===== src/dmlb_pkg.sv =====
// ----------------------------------------------------------------------------
// dmlb_pkg
// Shared types and constants of the debounced mode LED bouncer.
// ----------------------------------------------------------------------------
`timescale 1ns / 1ps

package dmlb_pkg;

    // configuration register indexes
    typedef enum logic [1:0] {
        REG_SAMPLES_PER_WINDOW = 2'd0,
        REG_WINDOW_THRESHOLD   = 2'd1,
        REG_WINDOWS_PER_STEP   = 2'd2,
        REG_UNUSED             = 2'd3
    } reg_index_t;

    localparam int unsigned CfgDataWidth = 7;

    // pattern modes
    localparam logic [1:0] MODE_PAIR   = 2'd1;
    localparam logic [1:0] MODE_TRIPLE = 2'd2;
    localparam logic [1:0] MODE_SINGLE = 2'd3;

    // reset values of the registers
    localparam logic [6:0] SAMPLES_PER_WINDOW_RST = 7'd100;
    localparam logic [6:0] WINDOW_THRESHOLD_RST   = 7'd70;
    localparam logic [3:0] WINDOWS_PER_STEP_RST   = 4'd10;
    localparam logic [5:0] PATTERN_RST            = 6'b000011;
    localparam logic [3:0] LED_OFF                = 4'b1111;

    typedef struct packed {
        logic pin_level;
    } sample_t;

    typedef struct packed {
        logic [3:0] led_drive;
        logic [1:0] mode;
        logic       step_done;
    } result_t;

    // first value of the pattern in each mode
    function automatic logic [5:0] start_pattern(input logic [1:0] mode);
        logic [5:0] pat;
        unique case (mode)
            MODE_PAIR:   pat = 6'b000011;
            MODE_TRIPLE: pat = 6'b000111;
            default:     pat = 6'b000001;
        endcase
        return pat;
    endfunction

    // far end of the pattern in each mode
    function automatic logic [5:0] end_pattern(input logic [1:0] mode);
        logic [5:0] pat;
        unique case (mode)
            MODE_PAIR:   pat = 6'b110000;
            MODE_TRIPLE: pat = 6'b111000;
            default:     pat = 6'b100000;
        endcase
        return pat;
    endfunction

    // mode sequence 1 -> 2 -> 3 -> 1
    function automatic logic [1:0] next_mode(input logic [1:0] mode);
        logic [1:0] nxt;
        unique case (mode)
            MODE_PAIR:   nxt = MODE_TRIPLE;
            MODE_TRIPLE: nxt = MODE_SINGLE;
            default:     nxt = MODE_PAIR;
        endcase
        return nxt;
    endfunction

endpackage


===== src/dmlb_stream_if.sv =====
// ----------------------------------------------------------------------------
// dmlb_stream_if
// Valid/ready channel carrying one payload beat.
// ----------------------------------------------------------------------------
`timescale 1ns / 1ps

interface dmlb_stream_if #(
    parameter type payload_t = logic
);
    logic     valid;
    logic     ready;
    payload_t data;

    modport source (output valid, output data, input ready);
    modport sink   (input valid, input data, output ready);
endinterface


===== src/debounced_mode_led_bouncer_unit.sv =====
// ----------------------------------------------------------------------------
// debounced_mode_led_bouncer_unit
// Button debounce with mode select, driving a bouncing four-LED pattern.
//
// Each sample beat carries one pin level; each one produces exactly one
// result beat in the cycle after it is taken. High samples are counted over a
// window of samples_per_window beats; a window with more than
// window_threshold high samples is high. A high window followed by a low one
// moves the mode 1 -> 2 -> 3 -> 1 and restarts the pattern moving left.
// Every windows_per_step windows the LEDs latch the inverted pattern bits
// 4..1 and the pattern shifts, bouncing at its ends. Throughput is one beat
// per cycle: the counters and the shift update in a single pass from the
// state registers into the result register. A held result stalls new samples
// only in the cycles where the sink keeps ready low. Configuration writes are
// only expected while no beat is in flight.
// ----------------------------------------------------------------------------
`timescale 1ns / 1ps

module debounced_mode_led_bouncer_unit (
    input  logic                           clk,
    input  logic                           rst_n,
    dmlb_stream_if.sink                    sample,
    dmlb_stream_if.source                  result,
    input  logic                           cfg_wr_en,
    input  dmlb_pkg::reg_index_t           cfg_index,
    input  logic [dmlb_pkg::CfgDataWidth-1:0] cfg_data
);
    import dmlb_pkg::*;

    // configuration registers
    logic [6:0] samples_per_window_reg;
    logic [6:0] window_threshold_reg;
    logic [3:0] windows_per_step_reg;

    // debounce and pattern state
    logic [6:0] sample_count_reg, sample_count_next;
    logic [6:0] high_count_reg,   high_count_next;
    logic [3:0] window_count_reg, window_count_next;
    logic       last_high_reg,    last_high_next;
    logic [1:0] mode_reg,         mode_next;
    logic       move_right_reg,   move_right_next;
    logic [5:0] pattern_reg,      pattern_next;
    logic [3:0] led_reg,          led_next;

    // result register
    logic    result_valid_reg;
    result_t result_data_reg, result_data_next;

    // per-beat datapath
    logic       accept;
    logic [7:0] sample_count_inc;
    logic [6:0] high_count_inc;
    logic       window_end;
    logic       window_high;
    logic [4:0] window_count_inc;
    logic       step_now;
    logic       mode_change;
    logic [1:0] mode_new;
    logic [5:0] pattern_base;
    logic       dir_base;
    logic [5:0] pattern_shift;
    logic       bounce;

    // take a new beat whenever the result slot is free or drains this cycle
    assign sample.ready = !result_valid_reg || result.ready;
    assign accept       = sample.valid && sample.ready;

    assign result.valid = result_valid_reg;
    assign result.data  = result_data_reg;

    always_ff @(posedge clk or negedge rst_n)
    begin
        if (!rst_n)
        begin
            samples_per_window_reg <= SAMPLES_PER_WINDOW_RST;
            window_threshold_reg   <= WINDOW_THRESHOLD_RST;
            windows_per_step_reg   <= WINDOWS_PER_STEP_RST;
        end
        else if (cfg_wr_en)
        begin
            unique case (cfg_index)
                REG_SAMPLES_PER_WINDOW: samples_per_window_reg <= cfg_data[6:0];
                REG_WINDOW_THRESHOLD:   window_threshold_reg   <= cfg_data[6:0];
                REG_WINDOWS_PER_STEP:   windows_per_step_reg   <= cfg_data[3:0];
                default:                ; // writes beyond the register list are dropped
            endcase
        end
    end

    always_comb
    begin
        // sample counter is one bit wider so a full count still ends the window
        sample_count_inc = {1'b0, sample_count_reg} + 8'd1;
        high_count_inc   = high_count_reg + {6'd0, sample.data.pin_level};
        // a zero window length behaves as one
        window_end       = sample_count_inc >= {1'b0, samples_per_window_reg};
        window_high      = high_count_inc > window_threshold_reg;
        window_count_inc = {1'b0, window_count_reg} + 5'd1;
        step_now         = window_end && (window_count_inc >= {1'b0, windows_per_step_reg});

        // falling edge of the debounced level advances the mode
        mode_change  = window_end && !window_high && last_high_reg;
        mode_new     = mode_change ? next_mode(mode_reg) : mode_reg;
        pattern_base = mode_change ? start_pattern(mode_new) : pattern_reg;
        dir_base     = mode_change ? 1'b0 : move_right_reg;

        // one shift, turning around at either end of the current mode
        pattern_shift = dir_base ? {1'b0, pattern_base[5:1]} : {pattern_base[4:0], 1'b0};
        bounce        = (pattern_shift == start_pattern(mode_new))
                     || (pattern_shift == end_pattern(mode_new));

        sample_count_next = window_end ? 7'd0 : sample_count_inc[6:0];
        high_count_next   = window_end ? 7'd0 : high_count_inc;
        last_high_next    = window_end ? window_high : last_high_reg;
        if (step_now)
            window_count_next = 4'd0;
        else if (window_end)
            window_count_next = window_count_inc[3:0];
        else
            window_count_next = window_count_reg;
        mode_next       = mode_new;
        pattern_next    = step_now ? pattern_shift : pattern_base;
        move_right_next = step_now ? (dir_base ^ bounce) : dir_base;
        led_next        = step_now ? ~pattern_base[4:1] : led_reg;

        result_data_next.led_drive = led_next;
        result_data_next.mode      = mode_new;
        result_data_next.step_done = step_now;
    end

    always_ff @(posedge clk or negedge rst_n)
    begin
        if (!rst_n)
        begin
            sample_count_reg <= 7'd0;
            high_count_reg   <= 7'd0;
            window_count_reg <= 4'd0;
            last_high_reg    <= 1'b0;
            mode_reg         <= MODE_PAIR;
            move_right_reg   <= 1'b0;
            pattern_reg      <= PATTERN_RST;
            led_reg          <= LED_OFF;
        end
        else if (accept)
        begin
            sample_count_reg <= sample_count_next;
            high_count_reg   <= high_count_next;
            window_count_reg <= window_count_next;
            last_high_reg    <= last_high_next;
            mode_reg         <= mode_next;
            move_right_reg   <= move_right_next;
            pattern_reg      <= pattern_next;
            led_reg          <= led_next;
        end
    end

    // result slot: filled on accept, emptied when the sink takes the beat
    always_ff @(posedge clk or negedge rst_n)
    begin
        if (!rst_n)
            result_valid_reg <= 1'b0;
        else if (accept)
            result_valid_reg <= 1'b1;
        else if (result.ready)
            result_valid_reg <= 1'b0;
    end

    always_ff @(posedge clk)
    begin
        if (accept)
            result_data_reg <= result_data_next;
    end

`ifndef SYNTH
    // mode never leaves 1..3
    a_mode_valid: assert property (@(posedge clk) disable iff (!rst_n)
        mode_reg != 2'd0)
        else $error("mode register holds zero");

    // the pattern always keeps at least one lit bit
    a_pattern_live: assert property (@(posedge clk) disable iff (!rst_n)
        pattern_reg != 6'd0)
        else $error("pattern emptied");

    // an LED step only happens at the end of a window
    a_step_at_window_end: assert property (@(posedge clk) disable iff (!rst_n)
        accept && step_now |-> window_end)
        else $error("step outside a window end");

    // a held result blocks new samples
    a_stall_blocks_input: assert property (@(posedge clk) disable iff (!rst_n)
        result_valid_reg && !result.ready |-> !sample.ready)
        else $error("sample taken while result stalled");

    // every accepted beat shows up as a result next cycle
    a_result_follows: assert property (@(posedge clk) disable iff (!rst_n)
        accept |=> result_valid_reg)
        else $error("accepted beat produced no result");
`endif

endmodule


===== src/flat_wrapper.sv =====
// flat-port wrapper written by rule: the top's interface ports become plain ports
module debounced_mode_led_bouncer_unit_flat import dmlb_pkg::*;
  (clk, rst_n, cfg_wr_en, cfg_index, cfg_data, sample_valid, sample_data, sample_ready, result_valid, result_data, result_ready);
  dmlb_stream_if #(.payload_t(sample_t)) sample_i ();
  dmlb_stream_if #(.payload_t(result_t)) result_i ();
  input  logic clk;
  input  logic rst_n;
  input  logic cfg_wr_en;
  input  dmlb_pkg::reg_index_t cfg_index;
  input  logic [dmlb_pkg::CfgDataWidth-1:0] cfg_data;
  input wire logic [$bits(sample_i.valid)-1:0] sample_valid;
  input wire logic [$bits(sample_i.data)-1:0] sample_data;
  output wire logic [$bits(sample_i.ready)-1:0] sample_ready;
  output wire logic [$bits(result_i.valid)-1:0] result_valid;
  output wire logic [$bits(result_i.data)-1:0] result_data;
  input wire logic [$bits(result_i.ready)-1:0] result_ready;
  assign sample_i.valid = sample_valid;
  assign sample_i.data = sample_data;
  assign sample_ready = sample_i.ready;
  assign result_valid = result_i.valid;
  assign result_data = result_i.data;
  assign result_i.ready = result_ready;
  debounced_mode_led_bouncer_unit u_core (.clk(clk), .rst_n(rst_n), .sample(sample_i), .result(result_i), .cfg_wr_en(cfg_wr_en), .cfg_index(cfg_index), .cfg_data(cfg_data));
endmodule

===== config.mk =====
export PLATFORM = sky130hd
export DESIGN_NAME = debounced_mode_led_bouncer_unit_flat
export DESIGN_NICKNAME = d
export VERILOG_FILES = /design/src/dmlb_pkg.sv /design/src/dmlb_stream_if.sv /design/src/debounced_mode_led_bouncer_unit.sv /design/src/flat_wrapper.sv
export SDC_FILE = /design/constraint.sdc
export NUM_CORES = 1
export LEC_CHECK = 0
export ABC_CLOCK_PERIOD_IN_PS = 4500
export BUFFER_PORTS_ARGS = -buffer_cell sky130_fd_sc_hd__buf_2
export CAP_MARGIN = 30
export CORE_MARGIN = 3
export CORE_UTILIZATION = 56
export CTS_BUF_LIST = sky130_fd_sc_hd__clkbuf_8
export DETAILED_ROUTE_END_ITERATION = 8
export PLACE_DENSITY = 0.78
export SLEW_MARGIN = 10
export SYNTH_ARGS = -nofsm -noshare
export SYNTH_HDL_FRONTEND = slang
export SYNTH_SLANG_ARGS = --single-unit

===== constraint.sdc =====
create_clock -name clk -period 4.5 [get_ports clk]
set_input_delay 0.225 -clock clk [delete_from_list [all_inputs] [get_ports clk]]
set_output_delay 0.225 -clock clk [all_outputs]
set_load 0.1 [all_outputs]

# Yosys cells after proc, flatten, opt, wreduce, memory -nomap -nowiden
# Cells that the tools add are included.
# W data, S select, Z words.
# word_totals
register_bits,58
out_inout_bits,9
word_cells,63
in_bits,15
# op_classes
n_reduce_logical,16
mux,16
bitwise,2
eq_ne,8
add_sub_neg,3
magnitude_cmp,3
# op_table
cell,n
$mux W6,3
$mux W7,2
$mux W4,3
$pmux W5 S2,1
$reduce_and A2 Y1,5
$add A7 B1 Y8 const B,1
$ge A8 B7 Y1,1
$add A7 B1 Y7,1
$gt A7 B7 Y1,1
$eq A2 B1 Y1 const B,3
$eq A2 B2 Y1 const B,3
$eq A6 B3 Y1,1
$eq A6 B6 Y1,1
$pmux W3 S2,1
$add A4 B1 Y5 const B,1
$ge A5 B4 Y1,1
$logic_and A1 B1 Y1,4
$mux W1,4
$not A4 Y4,1
$pmux W2 S2,1
$reduce_bool A2 Y1,2
$logic_not A1 Y1,2
$logic_not A2 Y1,1
$logic_or A1 B1 Y1,2
2 further kinds,2

# Longest topological paths before layout
# logic_depth
ltp_word,14
mapped_depth,20
depth_no_buf,19

# Worst setup path after synthesis
# OpenSTA, ideal clock, no wires.
# synth_path
kind,register -> register
from,reg u_core.high_count_reg[0]
to,reg u_core.move_right_reg
slack_ns,0.981
stages_incl_launch_ff,18
setup_ns,0.121
t_arrival_ns,3.398
t_required_ns,4.379
n_path_buf,1
synth_period_minus_slack_ns,3.519
cell_sequence,dfrtp_1 > ha_1 > ha_1 > nand2_1 > nor2_1 > xnor2_1 > ha_1 > and4_1 > nand4_1 > o22ai_2 > o21ai_4 > buf_6 > o21ai_0 > ha_1 > o32ai_1 > a41oi_1 > nor3_1 > and4b_1
# synth_via
elab_chain_len,14
elab_cells_between_ends,18
cone_classes,add/sub: 1; order compare: 1; eq/ne: 4; mux: 7; bitwise: 1; reduce/logical: 4
# synth_lines
element,line_no,text
"start, declared",debounced_mode_led_bouncer_unit.sv:37,"logic [6:0] high_count_reg, high_count_next;"
"start signal, assigned",debounced_mode_led_bouncer_unit.sv:147,high_count_reg <= high_count_next;
$add A7 B1 Y7 (*),debounced_mode_led_bouncer_unit.sv:94,"high_count_inc = high_count_reg + {6'd0, sample.data.pin_level};"
$gt A7 B7 Y1 (*),debounced_mode_led_bouncer_unit.sv:97,window_high = high_count_inc > window_threshold_reg;
$logic_not A1 Y1 (*),debounced_mode_led_bouncer_unit.sv:102,mode_change = window_end && !window_high && last_high_reg;
$logic_and A1 B1 Y1 (*) (2 in series),debounced_mode_led_bouncer_unit.sv:102,
$mux W2 (*),debounced_mode_led_bouncer_unit.sv:103,mode_new = mode_change ? next_mode(mode_reg) : mode_reg;
via u_core.mode_new[1],debounced_mode_led_bouncer_unit.sv:58,logic [1:0] mode_new;
$eq A2 B2 Y1 or $eq A2 B1 Y1 (tied branches),"dmlb_pkg.sv:44, dmlb_pkg.sv:55",
$pmux W3 S2,dmlb_pkg.sv:44,unique case (mode)
$mux W6,debounced_mode_led_bouncer_unit.sv:104,pattern_base = mode_change ? start_pattern(mode_new) : pattern_reg;
$mux W6,debounced_mode_led_bouncer_unit.sv:108,"pattern_shift = dir_base ? {1'b0, pattern_base[5:1]} : {pattern_base[4:0], 1'b0};"
$eq A6 B3 Y1 or $eq A6 B6 Y1 (tied branches),"debounced_mode_led_bouncer_unit.sv:109, debounced_mode_led_bouncer_unit.sv:110",
$logic_or A1 B1 Y1 (*),debounced_mode_led_bouncer_unit.sv:110,|| (pattern_shift == end_pattern(mode_new));
$xor A1 B1 Y1 (*),debounced_mode_led_bouncer_unit.sv:123,move_right_next = step_now ? (dir_base ^ bounce) : dir_base;
$mux W1 (*),debounced_mode_led_bouncer_unit.sv:123,
"end signal, assigned",debounced_mode_led_bouncer_unit.sv:151,move_right_reg <= move_right_next;
"end, declared",debounced_mode_led_bouncer_unit.sv:41,"logic move_right_reg, move_right_next;"
# The timed path passes the listed nets; every way through them passes the cells marked *.
# A chain may end at the register's enable or synchronous reset.

# Final worst setup path
# Ends and elaborated chain as after synthesis.

==> run summary <==
The capturing element type of the critical path is a register. The combined global-route utilization of all metal layers is about a fifth. The first detailed-routing pass took 4 iterations.

The checks that failed: negative hold slack. The share of post-route cells with drive strength above 1 came out at 24.9%. The number of nets in the layout is 388. The share of the clock period used by the worst path after layout is 87.3%.

Among all cell types in the netlist, the one instantiated most often is sky130_fd_sc_hd__nand2_1. The synthesized netlist contains 52 unique library cells. The clock-pin slew reported for the worst setup and hold paths after clock tree synthesis is 0.06 ns.

The run finished, with violations left. Along the worst path, the maximum fanout reaches 16. CTS placed an instance of sky130_fd_sc_hd__clkbuf_8 at the clock tree root. The number of rows created at floorplan is 27. The number of gates resized after CTS came out at 0.

The slew at the pin closest to its max-slew limit came out at 0.868 ns. The top cell type's share of synthesized area is 26.9%. The residual antenna-violating net count after detailed routing came out at 0.

The final-layout fill cell count came out at 446. The average size of a mapped cell is 10.5 µm². The routed length per placed instance came out at around 15 µm.

The achievable frequency is 0.254 GHz. The static leakage came out at 1.67 nW. The worst setup path is launched from a register.

Input and output buffers added on the ports amount to 23. The aggregate routed wire length is 6390 µm. The async set-or-reset flop fraction in the synthesized netlist is 87.9%. The number of diodes added for antenna fixing is 0.

The worst relative slew slack came out at 42.0%. The largest individual stage delay along the critical path comes from the cell sky130_fd_sc_hd__dfrtp_1. The number of hold violations in the final report is 12. The clock drives 58 sinks. The I/O pin total is 24.

Summing every instance area after synthesis gives 0.00335 mm². In this run the most used layer during global routing was met2. The width of the die came out at 83.3 µm.

The clock latency of the later-clocked register in the worst-skew pair is 0.33 ns. The number of CTS-inserted buffers is 9. The chip height is approximately 83 µm. The finished layout holds roughly 430 standard cells, fillers aside. The critical path is of the register to register type.

The cell that appears most often on the critical path is sky130_fd_sc_hd__ha_1. The number of flip-flops and latches in the synthesized netlist is 58. The initial utilization of the core area, before any placement, comes to between 50% and 60%.

The cell type contributing the most total cell area after synthesis is sky130_fd_sc_hd__dfrtp_1. The count of final setup violators came out at 0. The number of design-rule violations left by the first detailed-router iteration came out at ~140. Counting I/O delays and the setup requirement, the final critical path takes around 4 ns. The final-layout setup total negative slack came out at 0 ns.

Global routing used 4.17% of the available met3 tracks. The number of standard cells after synthesis is 320. The global routing met2 resource utilization came out at 34.0%. Summing the sequential cell areas from Yosys gives 45.0% of the chip area. Global routing consumed, on the met1 layer, between 20% and 30% of the routing resources. The total non-filler cell area in the finished layout is 0.00369 mm².

The post-CTS setup buffer count is 0. The largest single stage delay on the critical path is 0.38 ns. The H-tree depth reported by CTS came out at 3.

The number of buffers added to fix hold violations after cts is 0. The maximum number of pins on one net before global-route repair came out at 52. STA puts the critical path data required time at 4.72 ns.

The routed layout has between 2,000 and 2,500 vias. After synthesis, the most frequently instantiated cells are sky130_fd_sc_hd__nand2_1 (39), sky130_fd_sc_hd__dfrtp_1 (36), sky130_fd_sc_hd__o21ai_0 (29), sky130_fd_sc_hd__inv_1 (28), sky130_fd_sc_hd__ha_1 (25). Setup repair after global routing left no endpoint under its margin. VDD sags by at most 0.317 mV. For this run, design rule violations remaining after detail routing come to 0. The global-route wire length before repair is 11,500 µm.

At the end of routability-driven placement, the weighted congestion stood at 0.894. The power per cell area is 570 mW/mm². The max-slew violation total from the final report came out at 0. The Yosys step of the flow raised 0 warnings. TritonCTS built the clock tree. The dominant synthesized flop cell is sky130_fd_sc_hd__dfrtp_1.

Across the run, the number of max-cap violations was 0. Walking the worst path, the cells encountered are ha_1, ha_1, nand2_1, nor2_1, xnor2_1, ha_1, and4_1, nand4_1, o22ai_2, o21ai_4, o21ai_0, ha_1, inv_1, nand2_1, o32ai_1, a41oi_1, nor3_1, and4b_1. The number of placed instances with taps included came out at 409.

After synthesis, the cell types taking the most area are sky130_fd_sc_hd__dfrtp_1 (27%), sky130_fd_sc_hd__dfstp_2 (12%), sky130_fd_sc_hd__ha_1 (9.3%). The arrival time of data at the critical path endpoint is 4.15 ns. The floorplan die area is 0.00694 mm². Detailed placement ended at an HPWL of ~4700 µm. Compared with the post-synthesis result, the final layout area differs by 10.2%.

The total cell area at the placement stage came out at 0.00353 mm². The number of antenna violations at the first check in global routing came out at 0. The maximum clock path buffer count came out at 2. The count of flip-flops with a built-in enable after synthesis came out at 7. The net count of the mapped netlist is 360. Final hold analysis gives a worst-case slack of -0.0164 ns. The final clock skew came out at about 0.0042 ns. The total grt overflow came out at 0. The number of global-route vias before repair came out at 2,428. The core region is 0.00564 mm².

The path class of the tightest hold or removal check is primary input to asynchronous set/reset pin. The per-cell via count in the routed design came out at 5.67.
==> stage by stage <==
step | total power (W) | utilization [%] | setup slack [ns]
global placement | 0.00168 | 62.5 | 0.885
floorplan | 0.00152 | - | 0.981
detailed placement | 0.00171 | 62.5 | 0.703
finish | 0.00210 | 65.4 | 0.570
CTS | 0.00212 | 65.4 | 0.634
global route | 0.00228 | 65.4 | 0.285
==> cell families after synthesis <==
| logic type | after synthesis | synth area share [%] |
|---|---|---|
| compound gates | 68 | 14.4 |
| buf+inv | 37 | 4.45 |
| fa+ha+maj | 25 | 9.34 |
| flops | 58 | 45.0 |
| mux | 29 | 9.49 |
| xor+xnor | 14 | 3.66 |
| simple gates | 89 | 13.7 |
==> layer usage <==
layer	vias to the layer above	part of all wire, %
li1	1189	-
met1	1160	46
met2	49	49
met3	10	4.3
met4	0	1.1
met5	-	0
==> final timing paths <==
| kind | start | end | slack [ns] | depth (start not counted) |
|---|---|---|---|---|
| min reg2reg | u_core.mode_reg[0]$_DFFE_PN1P_ | u_core.mode_reg[0]$_DFFE_PN1P_ | 0.49 | 2 |
| min | rst_n | u_core.window_count_reg[2]$_DFFE_PN0P_ | -0.02 | 2 |
| min in group clk | sample_valid | u_core.result.valid$_DFFE_PN0P_ | 0.09 | 2 |
| max in group asynchronous | rst_n | u_core.samples_per_window_reg[4]$_DFFE_PN0P_ | 4.07 | 2 |
| max reg2reg | u_core.high_count_reg[0]$_DFFE_PN0P_ | u_core.move_right_reg$_DFFE_PN0P_ | 0.57 | 18 |
| max | u_core.high_count_reg[0]$_DFFE_PN0P_ | u_core.move_right_reg$_DFFE_PN0P_ | 0.57 | 18 |
==> area by class of cell <==
class,instances,area [µm²],area share [%]
Multi-Input combinational cell,225,1690,45.9
Inverter,29,109,2.95
Sequential cell,58,1510,40.8
Clock buffer,9,124,3.36
Clock inverter,7,36.3,0.984
Tap cell,72,90.1,2.44
Timing Repair Buffer,25,130,3.53
==> cell usage in the layout, fill, tap and decap left out, drive strengths merged, types with 3 or more instances in the layout <==
master and count:
xnor2 9, nand3b 3, a21oi 6, inv 29, dfrtp 36, a21o 3
nor2 10, nand3 14, o21ai 34, buf 25, clkbuf 9, mux2 22
edfxtp 7, clkinv 6, nor3 4, nand2b 8, nand2 40, ha 25
mux2i 7, o2bb2ai 4, xor2 5, dfstp 15
==> worst max-delay path, delay by kind of cell, from the launching register on <==
family / cells / cell delay (ns)
AOI/OAI and AO/OA: 5 / 1.10
xor gates and xnor gates: 1 / 0.14
adders and majority gates: 4 / 1.12
buffers and inverters: 1 / 0.13
DFF: 1 / 0.38
and+or+nand+nor: 7 / 0.94
==> power breakdown <==
| part | switching (W) | internal, W |
|---|---|---|
| logic | 0.000523 | 0.000358 |
| clock network | 0.000200 | 0.000192 |
| registers | 0.000117 | 0.000710 |
No activity file was read; power rests on OpenSTA's default activity.
